--- config.mk ---
export PLATFORM = sky130hd
export DESIGN_NAME = dcbp_div
export DESIGN_NICKNAME = d
export VERILOG_FILES = /design/src/hdl/dcbp_pkg.sv /design/src/hdl/dcbp_div.sv
export SDC_FILE = /design/constraint.sdc
export NUM_CORES = 1
export LEC_CHECK = 0
export ABC_AREA = 1
export BUFFER_PORTS_ARGS = -buffer_cell sky130_fd_sc_hd__buf_2
export CAP_MARGIN = 5
export CORE_ASPECT_RATIO = 1.25
export CORE_MARGIN = 2
export CORE_UTILIZATION = 30
export DETAILED_ROUTE_END_ITERATION = 7
export SYNTH_ARGS = -nofsm -noshare
export SYNTH_HDL_FRONTEND = slang
export SYNTH_SLANG_ARGS = --single-unit
--- constraint.sdc ---
create_clock -name clk_i -period 5.4 [get_ports clk_i]
set_input_delay 1.62 -clock clk_i [delete_from_list [all_inputs] [get_ports clk_i]]
set_output_delay 1.62 -clock clk_i [all_outputs]
set_load 0.05 [all_outputs]
--- src/hdl/dcbp_pkg.sv ---
package dcbp_pkg;

  // Field widths.
  localparam int unsigned VoltW  = 14;
  localparam int unsigned DutyW  = 7;
  // 90 * 16383 fits in 21 bits.
  localparam int unsigned DvdW   = 21;
  localparam int unsigned CfgIdxW = 3;

  localparam logic [DutyW-1:0] DutyMax = 7'd100;

  // Configuration register indexes.
  typedef enum logic [CfgIdxW-1:0] {
    REG_RELAY_ON   = 3'd0,
    REG_UNDER_MARG = 3'd1,
    REG_OVER_TRIP  = 3'd2,
    REG_REGEN_ON   = 3'd3,
    REG_REGEN_OFF  = 3'd4,
    REG_REGEN_REF  = 3'd5
  } cfg_idx_e;

  // Trip causes as reported on the result channel.
  typedef enum logic [1:0] {
    CAUSE_NONE  = 2'd0,
    CAUSE_UNDER = 2'd1,
    CAUSE_OVER  = 2'd2
  } cause_e;

  typedef enum logic [1:0] {
    ST_IDLE,
    ST_EVAL,
    ST_DIV,
    ST_DONE
  } st_e;

  typedef struct packed {
    logic [VoltW-1:0] relay_on;
    logic [VoltW-1:0] under_margin;
    logic [VoltW-1:0] over_trip;
    logic [VoltW-1:0] brake_on;
    logic [VoltW-1:0] brake_off;
    logic [VoltW-1:0] regen_ref;
  } cfg_t;

  typedef struct packed {
    logic             start;
    logic [DvdW-1:0]  dividend;
    logic [VoltW-1:0] divisor;
  } div_req_t;

  typedef struct packed {
    logic             done;
    logic [DutyW-1:0] duty;
  } div_res_t;

  typedef struct packed {
    logic             relay;
    cause_e           cause;
    logic             chop;
    logic [DutyW-1:0] duty;
  } res_t;

  // 90 * ref as a sum of shifts (64 + 16 + 8 + 2).
  function automatic logic [DvdW-1:0] scale_ref(input logic [VoltW-1:0] r);
    logic [DvdW-1:0] rx;
    rx = {{(DvdW-VoltW){1'b0}}, r};
    return (rx << 6) + (rx << 4) + (rx << 3) + (rx << 1);
  endfunction

endpackage

--- src/hdl/dcbp_div.sv ---
module dcbp_div import dcbp_pkg::*; (
  input  logic     clk_i,
  input  logic     rst_ni,
  input  div_req_t req_i,
  output div_res_t res_o
);

  logic [DvdW-1:0]  rem_q, rem_d;
  logic [DvdW-1:0]  dvs_q, dvs_d;
  logic [DutyW-1:0] quot_q, quot_d;
  logic [2:0]       cnt_q;
  logic             busy_q, done_q, sat_q;
  logic             fits;

  // One quotient bit per cycle: the divisor shifts right past the remainder.
  assign fits   = rem_q >= dvs_q;
  assign rem_d  = fits ? rem_q - dvs_q : rem_q;
  assign dvs_d  = dvs_q >> 1;
  assign quot_d = {quot_q[DutyW-2:0], fits};

  always_ff @(posedge clk_i or negedge rst_ni) begin
    if (!rst_ni) begin
      busy_q <= 1'b0;
      done_q <= 1'b0;
    end else begin
      done_q <= busy_q && (cnt_q == 3'd0);
      if (req_i.start) begin
        busy_q <= 1'b1;
      end else if (busy_q && (cnt_q == 3'd0)) begin
        busy_q <= 1'b0;
      end
    end
  end

  // Datapath registers; a quotient of 128 or more saturates at once.
  always_ff @(posedge clk_i) begin
    if (req_i.start) begin
      rem_q  <= req_i.dividend;
      dvs_q  <= {1'b0, req_i.divisor, 6'b0};
      sat_q  <= req_i.dividend >= {req_i.divisor, 7'b0};
      quot_q <= '0;
      cnt_q  <= 3'd6;
    end else if (busy_q) begin
      rem_q  <= rem_d;
      dvs_q  <= dvs_d;
      quot_q <= quot_d;
      cnt_q  <= cnt_q - 3'd1;
    end
  end

  assign res_o.done = done_q;
  assign res_o.duty = (sat_q || (quot_q > DutyMax)) ? DutyMax : quot_q;

endmodule

* After elaboration in Yosys (flattened, before gate mapping)
Index checks and enable logic that the tools add are counted. Widths: inputs -> output; s select.
Cells by class: add/sub/neg operators 2, multiply operators 0, divide/modulo/power cells 0, $lt $le $gt $ge 3, equality and inequality tests 0, shifts and indexed selects 0, muxes and demuxes 8, bitwise logic cells 0, reduce and logical (&&, ||, !) cells 7
Operators by type and width (count):
- $mux 21 | 3
- $mux 20 | 2
- $ge 21x20->1 | 1
- $ge 21x21->1 | 1
- $sub 21x20->21 | 1
- $gt 7x7->1 const B | 1
- $mux 7 | 1
- $reduce_bool 2->1 | 3
- $logic_not 3->1 | 1
- $sub 3x1->3 const B | 1
- $mux 1 | 2
- $reduce_and 2->1 | 1
- $logic_and 1x1->1 | 1
- $logic_or 1x1->1 | 1
Storage, ports and cells: register bits after elaboration 54, latch bits 0, RAM bits 0, memory bits (read-only) 0, bits of input ports 38, output and inout port bits 8, memories kept 0

* Longest topological paths before layout
Gate-level depths: netlist of the first run.
depth in word-level cells 4, gate-level depth with buffers 13

* Least setup slack after synthesis of the first run
Ideal clock, no wire load.
path kind input to register, start point input port req_i[35] (netlist name), end point register rem_q[0], enable pin, arrival time 3.114 ns, setup slack 1.875 ns, cell stages on the path 4, buffers on the path 2, cell sequence inv_1 > buf_2 > buf_2 > a31oi_1
Between the ends: longest elaborated chain between the ends 2
RTL lines:
- start: declaration | RTL line dcbp_div.sv:4 | input div_req_t req_i,
- $reduce_bool 2->1 (no line)
- $reduce_and 2->1 (no line) (*)
- end signal: assignment | RTL line dcbp_div.sv:38 | rem_q <= req_i.dividend;
- end signal: assignment | RTL line dcbp_div.sv:44 | rem_q <= rem_d;
- end: declaration | RTL line dcbp_div.sv:8 | logic [DvdW-1:0] rem_q, rem_d;
Every way passes the cells marked *; elsewhere a longest branch is shown, timed or not. A chain may end at the register's enable or synchronous reset.

==> results of run 1 <==
==> kinds of logic (layout without fill, tap and decap cells) <==
family | after synthesis | count (layout) | share of synthesized area (%)
AO/OA/AOI/OAI | 80 | 80 | 10.2
XOR/XNOR | 1 | 1 | 0.214
adder cells (fa/ha/maj) | 37 | 37 | 11.5
buffers and inverters | 119 | 161 | 11.5
flip-flops | 54 | 54 | 35.5
AND/OR/NAND/NOR | 294 | 294 | 31.2
==> layer usage <==
layer | vias to the layer above | share of wire (%)
li1 | 1963 | -
met1 | 1691 | 44
met2 | 50 | 51
met3 | 15 | 2.3
met4 | 0 | 2.8
met5 | - | 0
==> cells in the mapped netlist (all sizes together), types with 5 or more instances <==
cell,count,area [um2]
edfxtp,36,1080
buf,6,41.3
nand3,53,270
o21ai,40,200
nor3,6,40.0
ha,36,450
nor2,47,184
clkbuf,8,33.8
nand4,6,37.5
or2,9,56.3
inv,105,394
dfxtp,16,320
nand2,165,632
nand3b,5,37.5
a21oi,34,174
==> area by class of cell <==
| cell class | count | area, um2 | share of cell area (%) |
|---|---|---|---|
| timing repair buffer | 48 | 248 | 5.35 |
| tap | 171 | 214 | 4.62 |
| sequential | 54 | 1450 | 31.4 |
| clock buffer | 6 | 129 | 2.78 |
| inverter | 105 | 394 | 8.52 |
| multi-input combinational | 412 | 2180 | 47.1 |
| clock inverter | 2 | 13.8 | 0.297 |
==> sequential cells by signal (all words and copies together), names as in the netlist <==
| register | flops |
|---|---|
| sat_q | 1 |
| quot_q | 7 |
| rem_q | 21 |
| cnt_q | 3 |
| busy_q | 1 |
| dvs_q | 20 |
| done_q | 1 |
==> report_power, final <==
part           total, uW  leakage, uW  internal [uW]  switching (uW)
registers            631     0.000539            589            42.2
clock network        327    0.0000712            173             153
logic               1210      0.00171            422             791
==> path summary, 6_finish.rpt <==
check / slack, ns / end / startpoint
max: 2.16 / res_o[2] / quot_q[0]$_SDFFE_PP0P_
min: 0.47 / cnt_q[1]$_SDFFE_PP1P_ / cnt_q[1]$_SDFFE_PP1P_
max reg2reg: 2.59 / rem_q[20]$_DFFE_PP_ / dvs_q[9]$_DFFE_PP_
min reg2reg: 0.47 / cnt_q[1]$_SDFFE_PP1P_ / cnt_q[1]$_SDFFE_PP1P_
max in group asynchronous: 4.21 / busy_q$_DFFE_PN0P_ / rst_ni
min in group asynchronous: 1.09 / done_q$_DFF_PN0_ / rst_ni
==> worst reg2reg max path, delay by kind of cell, from the launching register on <==
kind	cells	cell delay (ns)
compound gates	2	0.79
flops	1	0.36
buf+inv	2	0.40
simple gates	4	0.58
fa+ha+maj	1	0.36
==> through the flow <==
stage	total power [uW]	utilization (%)	setup WS, ns	hold WS [ns]
after floorplan	1570	-	1.87	0.439
after global placement	1850	33.8	1.89	0.455
after detailed placement	1850	33.8	1.86	0.462
after CTS	2190	34.8	2.13	0.480
after global routing	2400	34.8	2.03	0.511
final	2170	34.8	2.16	0.473
==> summary.md, run 1 <==
| Metric | Value |
|---|---|
| Sequential fraction of the synthesis area | `a little over a third` |
| CP endpoint kind | `primary output` |
| Dpl cells | `790` |
| Achievable Freq | `about 0.31 GHz` |
| Grt met3 use | `~1.6%` |
| Hold Fails Final Rpt | `0` |
| Vias in the first global route | `between 3,000 and 4,000` |
| DR vias/cell | `4.66` |
| Distinct cells, synth | `35` |
| Normalized max-slew margin | `52.5%` |
| Max IR drop VDD | `about 0.22 mV` |
| H-tree depth | `2` |
| Met2 Usage GRT | `25.5%` |
| Worst stage delay on the critical path | `between 0.3 and 0.4 ns` |
| Clock Tree Root | `clkbuf_16` |
| Clock slew at reported path FFs | `~0.070 ns` |
| DRT antenna net count | `0` |
| Critical Path AT | `1.62 ns` |
| Row count | `47` |
| Critical path class | `flop to primary output` |
| Layout cell share with drive strength beyond 1 | `roughly an eighth` |
| Startpoint Class | `flop` |
| Most common cell after layout, fill and taps aside | `nand2_1` |
| RSZ-0062 raised after global routing | `no` |
| Fin area | `between 0.004 and 0.005 mm2` |
| Largest net degree at the start of global routing | `66` |
| CP delay by family, top | `simple AND/OR/NAND/NOR gates` |
| # port buffers | `45` |
| Max-cap violations | `0` |
| Worst-margin pin slew | `slightly above 0.7 ns` |
| Post-cts sizing count | `0` |
| Post-CTS Setup Bufs | `0` |
| Hold Buf Count CTS | `0` |
| Static Leak | `about 0.0023 uW` |
| GRT busiest layer | `met2` |
| 1st-pass router iterations | `4` |
| Most frequent cells in the layout | `nand2_1 (160), inv_1 (103), nand3_1 (52), buf_2 (45), nor2_1 (44)` |
| P&R area growth vs syn | `13.1%` |
| Mapped Area | `a little over 0.004 mm2` |
| Drt drc | `0` |
| M1 GR Usage | `between 10% and 20%` |
| Avg WL per Cell | `about 13 um` |
| Worst-skew pair later-pin latency | `around 0.3 ns` |
| Fillers | `approximately 1,500` |
| Clock sink total | `54` |
| Yosys warns | `0` |
| Worst clock skew | `approximately 0.0080 ns` |
| Chip Height | `between 100 and 150 um` |
| Initial drt markers | `about 160` |
| Final wirelength | `10,100 um` |
| Register-to-Register Path Depth | `9` |
| Setup TNS | `0 ns` |
| Syn_area_per_cell | `7.00 um2` |
| Hold Path Stages | `2` |
| Setup violators final | `0` |
| Cell Chain, Critical Path | `o21ai_0, nand3_1, a31oi_1, inv_1, or2_2, buf_2` |
| Worst EP required | `about 3.8 ns` |
| GRT Util Overall | `about 15%` |
| Detailed Place HPWL | `approximately 8000 um` |
| Number of flops mapped to enable cells by yosys | `36` |
| Synthesized Nets | `660` |
| RD Place Congestion | `between 0.8 and 0.9` |
| Critical-path maximum fanout | `7` |
| Crit share post-route | `about 60%` |
| Fin. max-slew vios | `0` |
| Worst Hold Class | `flop to flop` |
| Clock buffer count from CTS | `5` |
| TritonCTS clock tree | `done` |
| # IOs | `46` |
| Worst Path Buf+Inv | `2` |
| Die width | `about 110 um` |
| Antenna violations before repair | `0` |
| Synth Register Bits | `54` |
| Vias | `3,719` |
| DP Area | `~0.0045 mm2` |
| First-pass GRT wire length | `about 17,000 um` |
| Status | `completed` |
| Fraction of registers with async set or reset after synthesis | `between 3 and 4%` |
| Congestion Overflow GR | `0` |
| Slowest stage cell on the critical path | `dfxtp_1` |
| Main flop type after synthesis | `edfxtp_1` |
| Diodes inserted | `0` |
| Final non-filler cell total | `about 800` |
| Clock period minus worst slack | `approximately 3.2 ns` |
| Final #Nets | `around 700` |
| DIE AREA | `~0.015 mm2` |
| Initial Util | `30.8%` |
| Clock buffer depth | `2` |
| Levels on crit path | `6` |
| Synth Instances | `a little under 600` |
| Core box area | `0.0133 mm2` |
| Power Density | `approximately 470 mW/mm2` |
(Power assumes the default switching activity.)
==> run 2: changes to the inputs <==
==> constraint.sdc (replaced) <==
create_clock -name clk_i -period 2.85 [get_ports clk_i]
set_input_delay 0.855 -clock clk_i [delete_from_list [all_inputs] [get_ports clk_i]]
set_output_delay 0.855 -clock clk_i [all_outputs]
set_load 0.05 [all_outputs]
==> run 2 against run 1 <==
Against the previous run:
- non-clock buffer count grew 2
- first-iteration DRC count rose by 34%
- hold slack got worse by 0.15 ns
- clock power rose by 86%
- critical path type unchanged
==> summary.md, run 2 (synthesis results as in run 1) <==
| Metric | Value |
|---|---|
| Status | `completed (unchanged)` |
| Row count | `47 (unchanged)` |
| Hold WS | `0.326 ns (was 0.473 ns)` |
| DIE AREA | `0.0146 mm2 (unchanged)` |
| Hold Fails Final Rpt | `0 (unchanged)` |
| Diodes inserted | `0 (unchanged)` |
| Largest net degree at the start of global routing | `66 (unchanged)` |
| # IOs | `46 (unchanged)` |
| Clock sink total | `54 (unchanged)` |
| Setup crit end | `res_o[5] (was res_o[2])` |
| RSZ-0062 raised after global routing | `no (unchanged)` |
| Normalized max-slew margin | `45.3% (was 52.5%)` |
| TritonCTS clock tree | `done (unchanged)` |
| RD Place Congestion | `0.960 (was 0.872)` |
| DRT antenna net count | `0 (unchanged)` |
| First-pass GRT wire length | `16,700 um (was 16,800 um)` |
| Core box area | `0.0133 mm2 (unchanged)` |
| Clock period minus worst slack | `roughly 2.5 ns` |
| Setup violators final | `0 (unchanged)` |
| Power Density | `887 mW/mm2 (was 469 mW/mm2)` |
| Vias in the first global route | `3,570 (was 3,556)` |
| Startpoint Class | `flop (unchanged)` |
| Setup TNS | `0 ns (unchanged)` |
| Dpl cells | `792 (was 790)` |
| CP endpoint kind | `primary output (unchanged)` |
| Largest regs | `rem_q (21), dvs_q (20), quot_q (7) (unchanged)` |
| Clock buffer count from CTS | `5 (unchanged)` |
| DR vias/cell | `4.60 (was 4.66)` |
| Most frequent cells in the layout | `nand2_1 (160), inv_1 (103), nand3_1 (52), buf_2 (45), nor2_1 (44) (unchanged)` |
| Avg WL per Cell | `12.5 um (was 12.6 um)` |
| Final wirelength | `10,000 um (was 10,100 um)` |
| Die width | `108 um (unchanged)` |
| # port buffers | `45 (unchanged)` |
| Layout cell share with drive strength beyond 1 | `12.4% (was 12.1%)` |
| Initial drt markers | `215 (was 161)` |
| 1st-pass router iterations | `6 (was 4)` |
| Worst clock skew | `0.00452 ns (was 0.00799 ns)` |
| Internal reg-to-reg setup slack | `0.60 ns (was 2.59 ns)` |
| Critical-path maximum fanout | `7 (unchanged)` |
| Most common cell after layout, fill and taps aside | `nand2_1 (unchanged)` |
| Drt drc | `0 (unchanged)` |
| Clock slew at reported path FFs | `0.07 ns (about the same)` |
| Max IR drop VDD | `0.366 mV (was 0.217 mV)` |
| Final #Nets | `703 (was 701)` |
| Reg-to-Reg End | `rem_q[17]$_DFFE_PP_ (was rem_q[20]$_DFFE_PP_)` |
| Detailed Place HPWL | `8090 um (was 8010 um)` |
| Largest register FFs | `21 (unchanged)` |
| R2R Path Start | `dvs_q[16]$_DFFE_PP_ (was dvs_q[9]$_DFFE_PP_)` |
| H-tree depth | `2 (unchanged)` |
| Clock buffer depth | `2 (unchanged)` |
| Worst EP required | `2.00 ns (was 3.78 ns)` |
| Fillers | `1,488 (was 1,500)` |
| Post-cts sizing count | `0 (unchanged)` |
| Clock Tree Root | `clkbuf_16 (unchanged)` |
| Critical path class | `flop to primary output (unchanged)` |
| Chip Height | `135 um (unchanged)` |
| Hold Buf Count CTS | `0 (unchanged)` |
| Biggest register | `rem_q (unchanged)` |
| Fin. max-slew vios | `0 (unchanged)` |
| Worst-skew pair later-pin latency | `0.30 ns (about the same)` |
| Final non-filler cell total | `800 (was 798)` |
| Congestion Overflow GR | `0 (unchanged)` |
| Worst-margin pin slew | `0.813 ns (was 0.711 ns)` |
| Register-to-Register Path Depth | `9 (unchanged)` |
| Vias | `3,681 (was 3,719)` |
| Static Leak | `0.00233 uW (was 0.00232 uW)` |
| Post-CTS Setup Bufs | `0 (unchanged)` |
| Critical path origin | `quot_q[0]$_SDFFE_PP0P_ (unchanged)` |
| GRT Util Overall | `14.4% (was 14.5%)` |
| Initial Util | `30.8% (unchanged)` |
| Worst Hold Class | `input pin to async pin (was flop to flop)` |
| Critical Path AT | `1.61 ns (was 1.62 ns)` |
| Antenna violations before repair | `0 (unchanged)` |
| P&R area growth vs syn | `13.7% (was 13.1%)` |
| Crit share post-route | `between 80% and 90%` |
| Max-cap violations | `0 (unchanged)` |
| Achievable Freq | `slightly above 0.4 GHz` |
==> run 2: worst min path at each step <==
stage | endpoint | cells after the start | from
3_3_place_gp | cnt_q[1]$_SDFFE_PP1P_ | 2 | cnt_q[1]$_SDFFE_PP1P_
5_1_grt | done_q$_DFF_PN0_ | 1 | rst_ni
2_1_floorplan | quot_q[0]$_SDFFE_PP0P_ | 2 | quot_q[0]$_SDFFE_PP0P_
4_1_cts | done_q$_DFF_PN0_ | 1 | rst_ni
3_5_place_dp | cnt_q[2]$_SDFFE_PP1P_ | 2 | cnt_q[2]$_SDFFE_PP1P_
6_report | done_q$_DFF_PN0_ | 1 | rst_ni
==> run 2: where the power goes <==
group          switching [uW]  internal [uW]
registers                82.8           1120
logic                    1510            810
clock network             286            323
total                    1880           2250
==> run 2: routing by layer <==
layer | wire length [um] | track usage, %
met1 | 4440 | 17.8
met2 | 5130 | 25.9
met3 | 267 | 1.74
met4 | 182 | 4.70
met5 | 0 | 0
==> run 2: per-stage QoR <==
step | utilization [%] | instance area [um2] | total power, uW | setup WS [ns]
4_1_cts | 35.0 | 4650 | 4150 | 0.375
2_1_floorplan | - | 4090 | 2980 | 0.0102
5_1_grt | 35.0 | 4650 | 4530 | 0.256
3_5_place_dp | 34.0 | 4510 | 3530 | 0.377
6_report | 35.0 | 4650 | 4130 | 0.385
3_3_place_gp | 34.0 | 4510 | 3530 | 0.390
==> run 2: area by class of cell <==
class | count | area [um2] | share of cell area [%]
multi-input cells | 412 | 2180 | 46.8
clock inverters | 3 | 15.0 | 0.323
inverters | 105 | 394 | 8.47
flip-flops and latches | 54 | 1450 | 31.2
clock buffers | 5 | 125 | 2.69
well taps | 171 | 214 | 4.60
repair buffers | 50 | 275 | 5.92
==> run 2: worst max-delay path, stage by stage (launching register included) <==
cell	delay (ns)
dfxtp_1	0.32
o21ai_0	0.15
nand3_1	0.09
a31oi_1	0.14
inv_1	0.11
or2_2	0.28
buf_2	0.21
==> run 3: changes to the inputs <==
==> constraint.sdc (replaced) <==
create_clock -name clk_i -period 3.09 [get_ports clk_i]
set_input_delay 0.927 -clock clk_i [delete_from_list [all_inputs] [get_ports clk_i]]
set_output_delay 0.927 -clock clk_i [all_outputs]
set_load 0.05 [all_outputs]
==> run 3 against run 2 <==
Against the previous run:
- sequential share of layout area is 0.059 points lower
- core utilization is 0.066 points higher
- die area stayed put
- cell count is 0.13% higher
- sequential power is 8% lower
- power is 7.0% lower
- via count is 0.16% higher
- critical path type unchanged
- critical endpoint is now res_o[6]
==> summary.md, run 3 (synthesis results as in run 1) <==
| Metric | Value |
|---|---|
| Initial Util | `30.8% (unchanged)` |
| Static Leak | `0.00234 uW (was 0.00233 uW)` |
| Vias in the first global route | `3,588 (was 3,570)` |
| Most frequent cells in the layout | `nand2_1 (160), inv_1 (103), nand3_1 (52), buf_2 (45), nor2_1 (44) (unchanged)` |
| Post-CTS Setup Bufs | `0 (unchanged)` |
| Largest net degree at the start of global routing | `41 (was 66)` |
| Largest register FFs | `21 (unchanged)` |
| Hold Fails Final Rpt | `0 (unchanged)` |
| Diodes inserted | `0 (unchanged)` |
| 1st-pass router iterations | `4 (was 6)` |
| Worst Hold Class | `input pin to async pin (unchanged)` |
| Drt drc | `0 (unchanged)` |
| Power Density | `823 mW/mm2 (was 887 mW/mm2)` |
| CP endpoint kind | `primary output (unchanged)` |
| Internal power | `2100 uW (was 2250 uW)` |
| Avg WL per Cell | `12.5 um (about the same)` |
| H-tree depth | `2 (unchanged)` |
| Chip Height | `135 um (unchanged)` |
| Setup TNS | `0 ns (unchanged)` |
| Max-cap violations | `0 (unchanged)` |
| GRT Util Overall | `14.4% (about the same)` |
| Worst-skew pair later-pin latency | `0.30 ns (about the same)` |
| Fillers | `1,511 (was 1,488)` |
| M1 GR Usage | `17.7% (was 17.8%)` |
| Critical-path maximum fanout | `7 (unchanged)` |
| Critical path class | `flop to primary output (unchanged)` |
| Setup violators final | `0 (unchanged)` |
| Clock Tree Root | `clkbuf_16 (unchanged)` |
| Internal reg-to-reg setup slack | `0.79 ns (was 0.60 ns)` |
| NetSw | `1740 uW (was 1880 uW)` |
| TritonCTS clock tree | `done (unchanged)` |
| First-pass GRT wire length | `16,600 um (was 16,700 um)` |
| Grt met3 use | `1.59% (was 1.74%)` |
| Clock sink total | `54 (unchanged)` |
| Vias | `3,687 (was 3,681)` |
| RSZ-0062 raised after global routing | `no (unchanged)` |
| Critical Path AT | `1.62 ns (was 1.61 ns)` |
| Final #Nets | `704 (was 703)` |
| Worst clock skew | `0.00728 ns (was 0.00452 ns)` |
| Comb pwr share | `55.7% (was 56.2%)` |
| GRT busiest layer | `met2 (unchanged)` |
| Hold WS | `0.400 ns (was 0.326 ns)` |
| Final wirelength | `10,000 um (about the same)` |
| Achievable Freq | `just under 0.4 GHz` |
| Status | `completed (unchanged)` |
| Largest regs | `rem_q (21), dvs_q (20), quot_q (7) (unchanged)` |
| Max IR drop VDD | `0.277 mV (was 0.366 mV)` |
| Congestion Overflow GR | `0 (unchanged)` |
| Hold Buf Count CTS | `0 (unchanged)` |
| Row count | `47 (unchanged)` |
| Clock buffer depth | `2 (unchanged)` |
| DRT antenna net count | `0 (unchanged)` |
| # port buffers | `45 (unchanged)` |
| Worst EP required | `2.16 ns (was 2.00 ns)` |
| Biggest register | `rem_q (unchanged)` |
| P&R area growth vs syn | `13.9% (was 13.7%)` |
| Post-cts sizing count | `0 (unchanged)` |
| Startpoint Class | `flop (unchanged)` |
| Worst-margin pin slew | `0.594 ns (was 0.813 ns)` |
| Antenna violations before repair | `0 (unchanged)` |
| Switching Fraction | `45.3% (was 45.5%)` |
| Core box area | `0.0133 mm2 (unchanged)` |
| Met2 Usage GRT | `25.0% (was 25.9%)` |
| Initial drt markers | `162 (was 215)` |
| Clock slew at reported path FFs | `0.07 ns (about the same)` |
| Die width | `108 um (unchanged)` |
| Reg power frac | `28.7% (was 29.0%)` |
| RD Place Congestion | `0.922 (was 0.960)` |
| Most common cell after layout, fill and taps aside | `nand2_1 (unchanged)` |
| DR vias/cell | `4.60 (about the same)` |
| Clock share of power | `15.6% (was 14.8%)` |
| Detailed Place HPWL | `8150 um (was 8090 um)` |
| Crit share post-route | `approximately 83%` |
| Clock buffer count from CTS | `5 (unchanged)` |
| Fin. max-slew vios | `0 (unchanged)` |
| DIE AREA | `0.0146 mm2 (unchanged)` |
| Normalized max-slew margin | `60.4% (was 45.3%)` |
| Layout cell share with drive strength beyond 1 | `12.7% (was 12.4%)` |
| Clock period minus worst slack | `between 2 and 3 ns` |
| # IOs | `46 (unchanged)` |
run 3: cell types whose count changed in the layout (fill, tap and decap cells not counted), sizes merged:
cell / before / now
clkinv: 3 / 1
buf: 50 / 51
clkbuf: 5 / 6
inv: 105 / 106
run 3: cell type report:
class                   instances  area (um2)  share of cell area [%]
multi-input cells             412        2180                    46.7
flip-flops and latches         54        1450                    31.1
inverters                     105         394                    8.45
repair buffers                 51         270                    5.80
well taps                     171         214                    4.59
clock buffers                   6         139                    2.98
clock inverters                 2        15.0                   0.322
run 3: metrics by stage:
step           instance area (um2)  util, %  setup WS [ns]  std cells  power [uW]
2_1_floorplan                 4090        -          0.250        585        2740
3_3_place_gp                  4510     33.9          0.720        793        3250
3_5_place_dp                  4510     33.9          0.716        793        3260
4_1_cts                       4660     35.1          0.529        801        3870
5_1_grt                       4660     35.1          0.414        801        4220
6_report                      4660     35.1          0.539        801        3840
run 3: layer usage:
metal | part of all wire, % | wire length (um) | vias up
met4 | 3.2 | 322 | 0
li1 | - | - | 1975
met1 | 44 | 4410 | 1637
met2 | 50 | 5050 | 60
met5 | 0 | 0 | -
met3 | 2.7 | 267 | 15
run 3: path summary, 6_finish.rpt:
check | cells after the start | start | end
setup / recovery | 6 | quot_q[0]$_SDFFE_PP0P_ | res_o[6]
hold / removal | 1 | rst_ni | done_q$_DFF_PN0_
setup reg to reg | 9 | dvs_q[8]$_DFFE_PP_ | rem_q[15]$_DFFE_PP_
hold reg to reg | 2 | cnt_q[1]$_SDFFE_PP1P_ | cnt_q[1]$_SDFFE_PP1P_
max in group asynchronous | 1 | rst_ni | busy_q$_DFFE_PN0P_
min in group clk_i | 2 | cnt_q[1]$_SDFFE_PP1P_ | cnt_q[1]$_SDFFE_PP1P_
run 3: critical path, stage by stage, from the launching register on:
cell and delay [ns]:
dfxtp_1 0.33, o21ai_0 0.16, nand3_1 0.08, a31oi_1 0.15, inv_1 0.12, or2_2 0.28
buf_2 0.21
run 3: power groups by stage:
stage	logic, uW	registers [uW]	clock network (uW)
floorplan	1640	1100	0
CTS	2150	1100	616
global route	2460	1120	639
global placement	2140	1120	0
finish	2140	1100	598
detailed placement	2140	1120	0
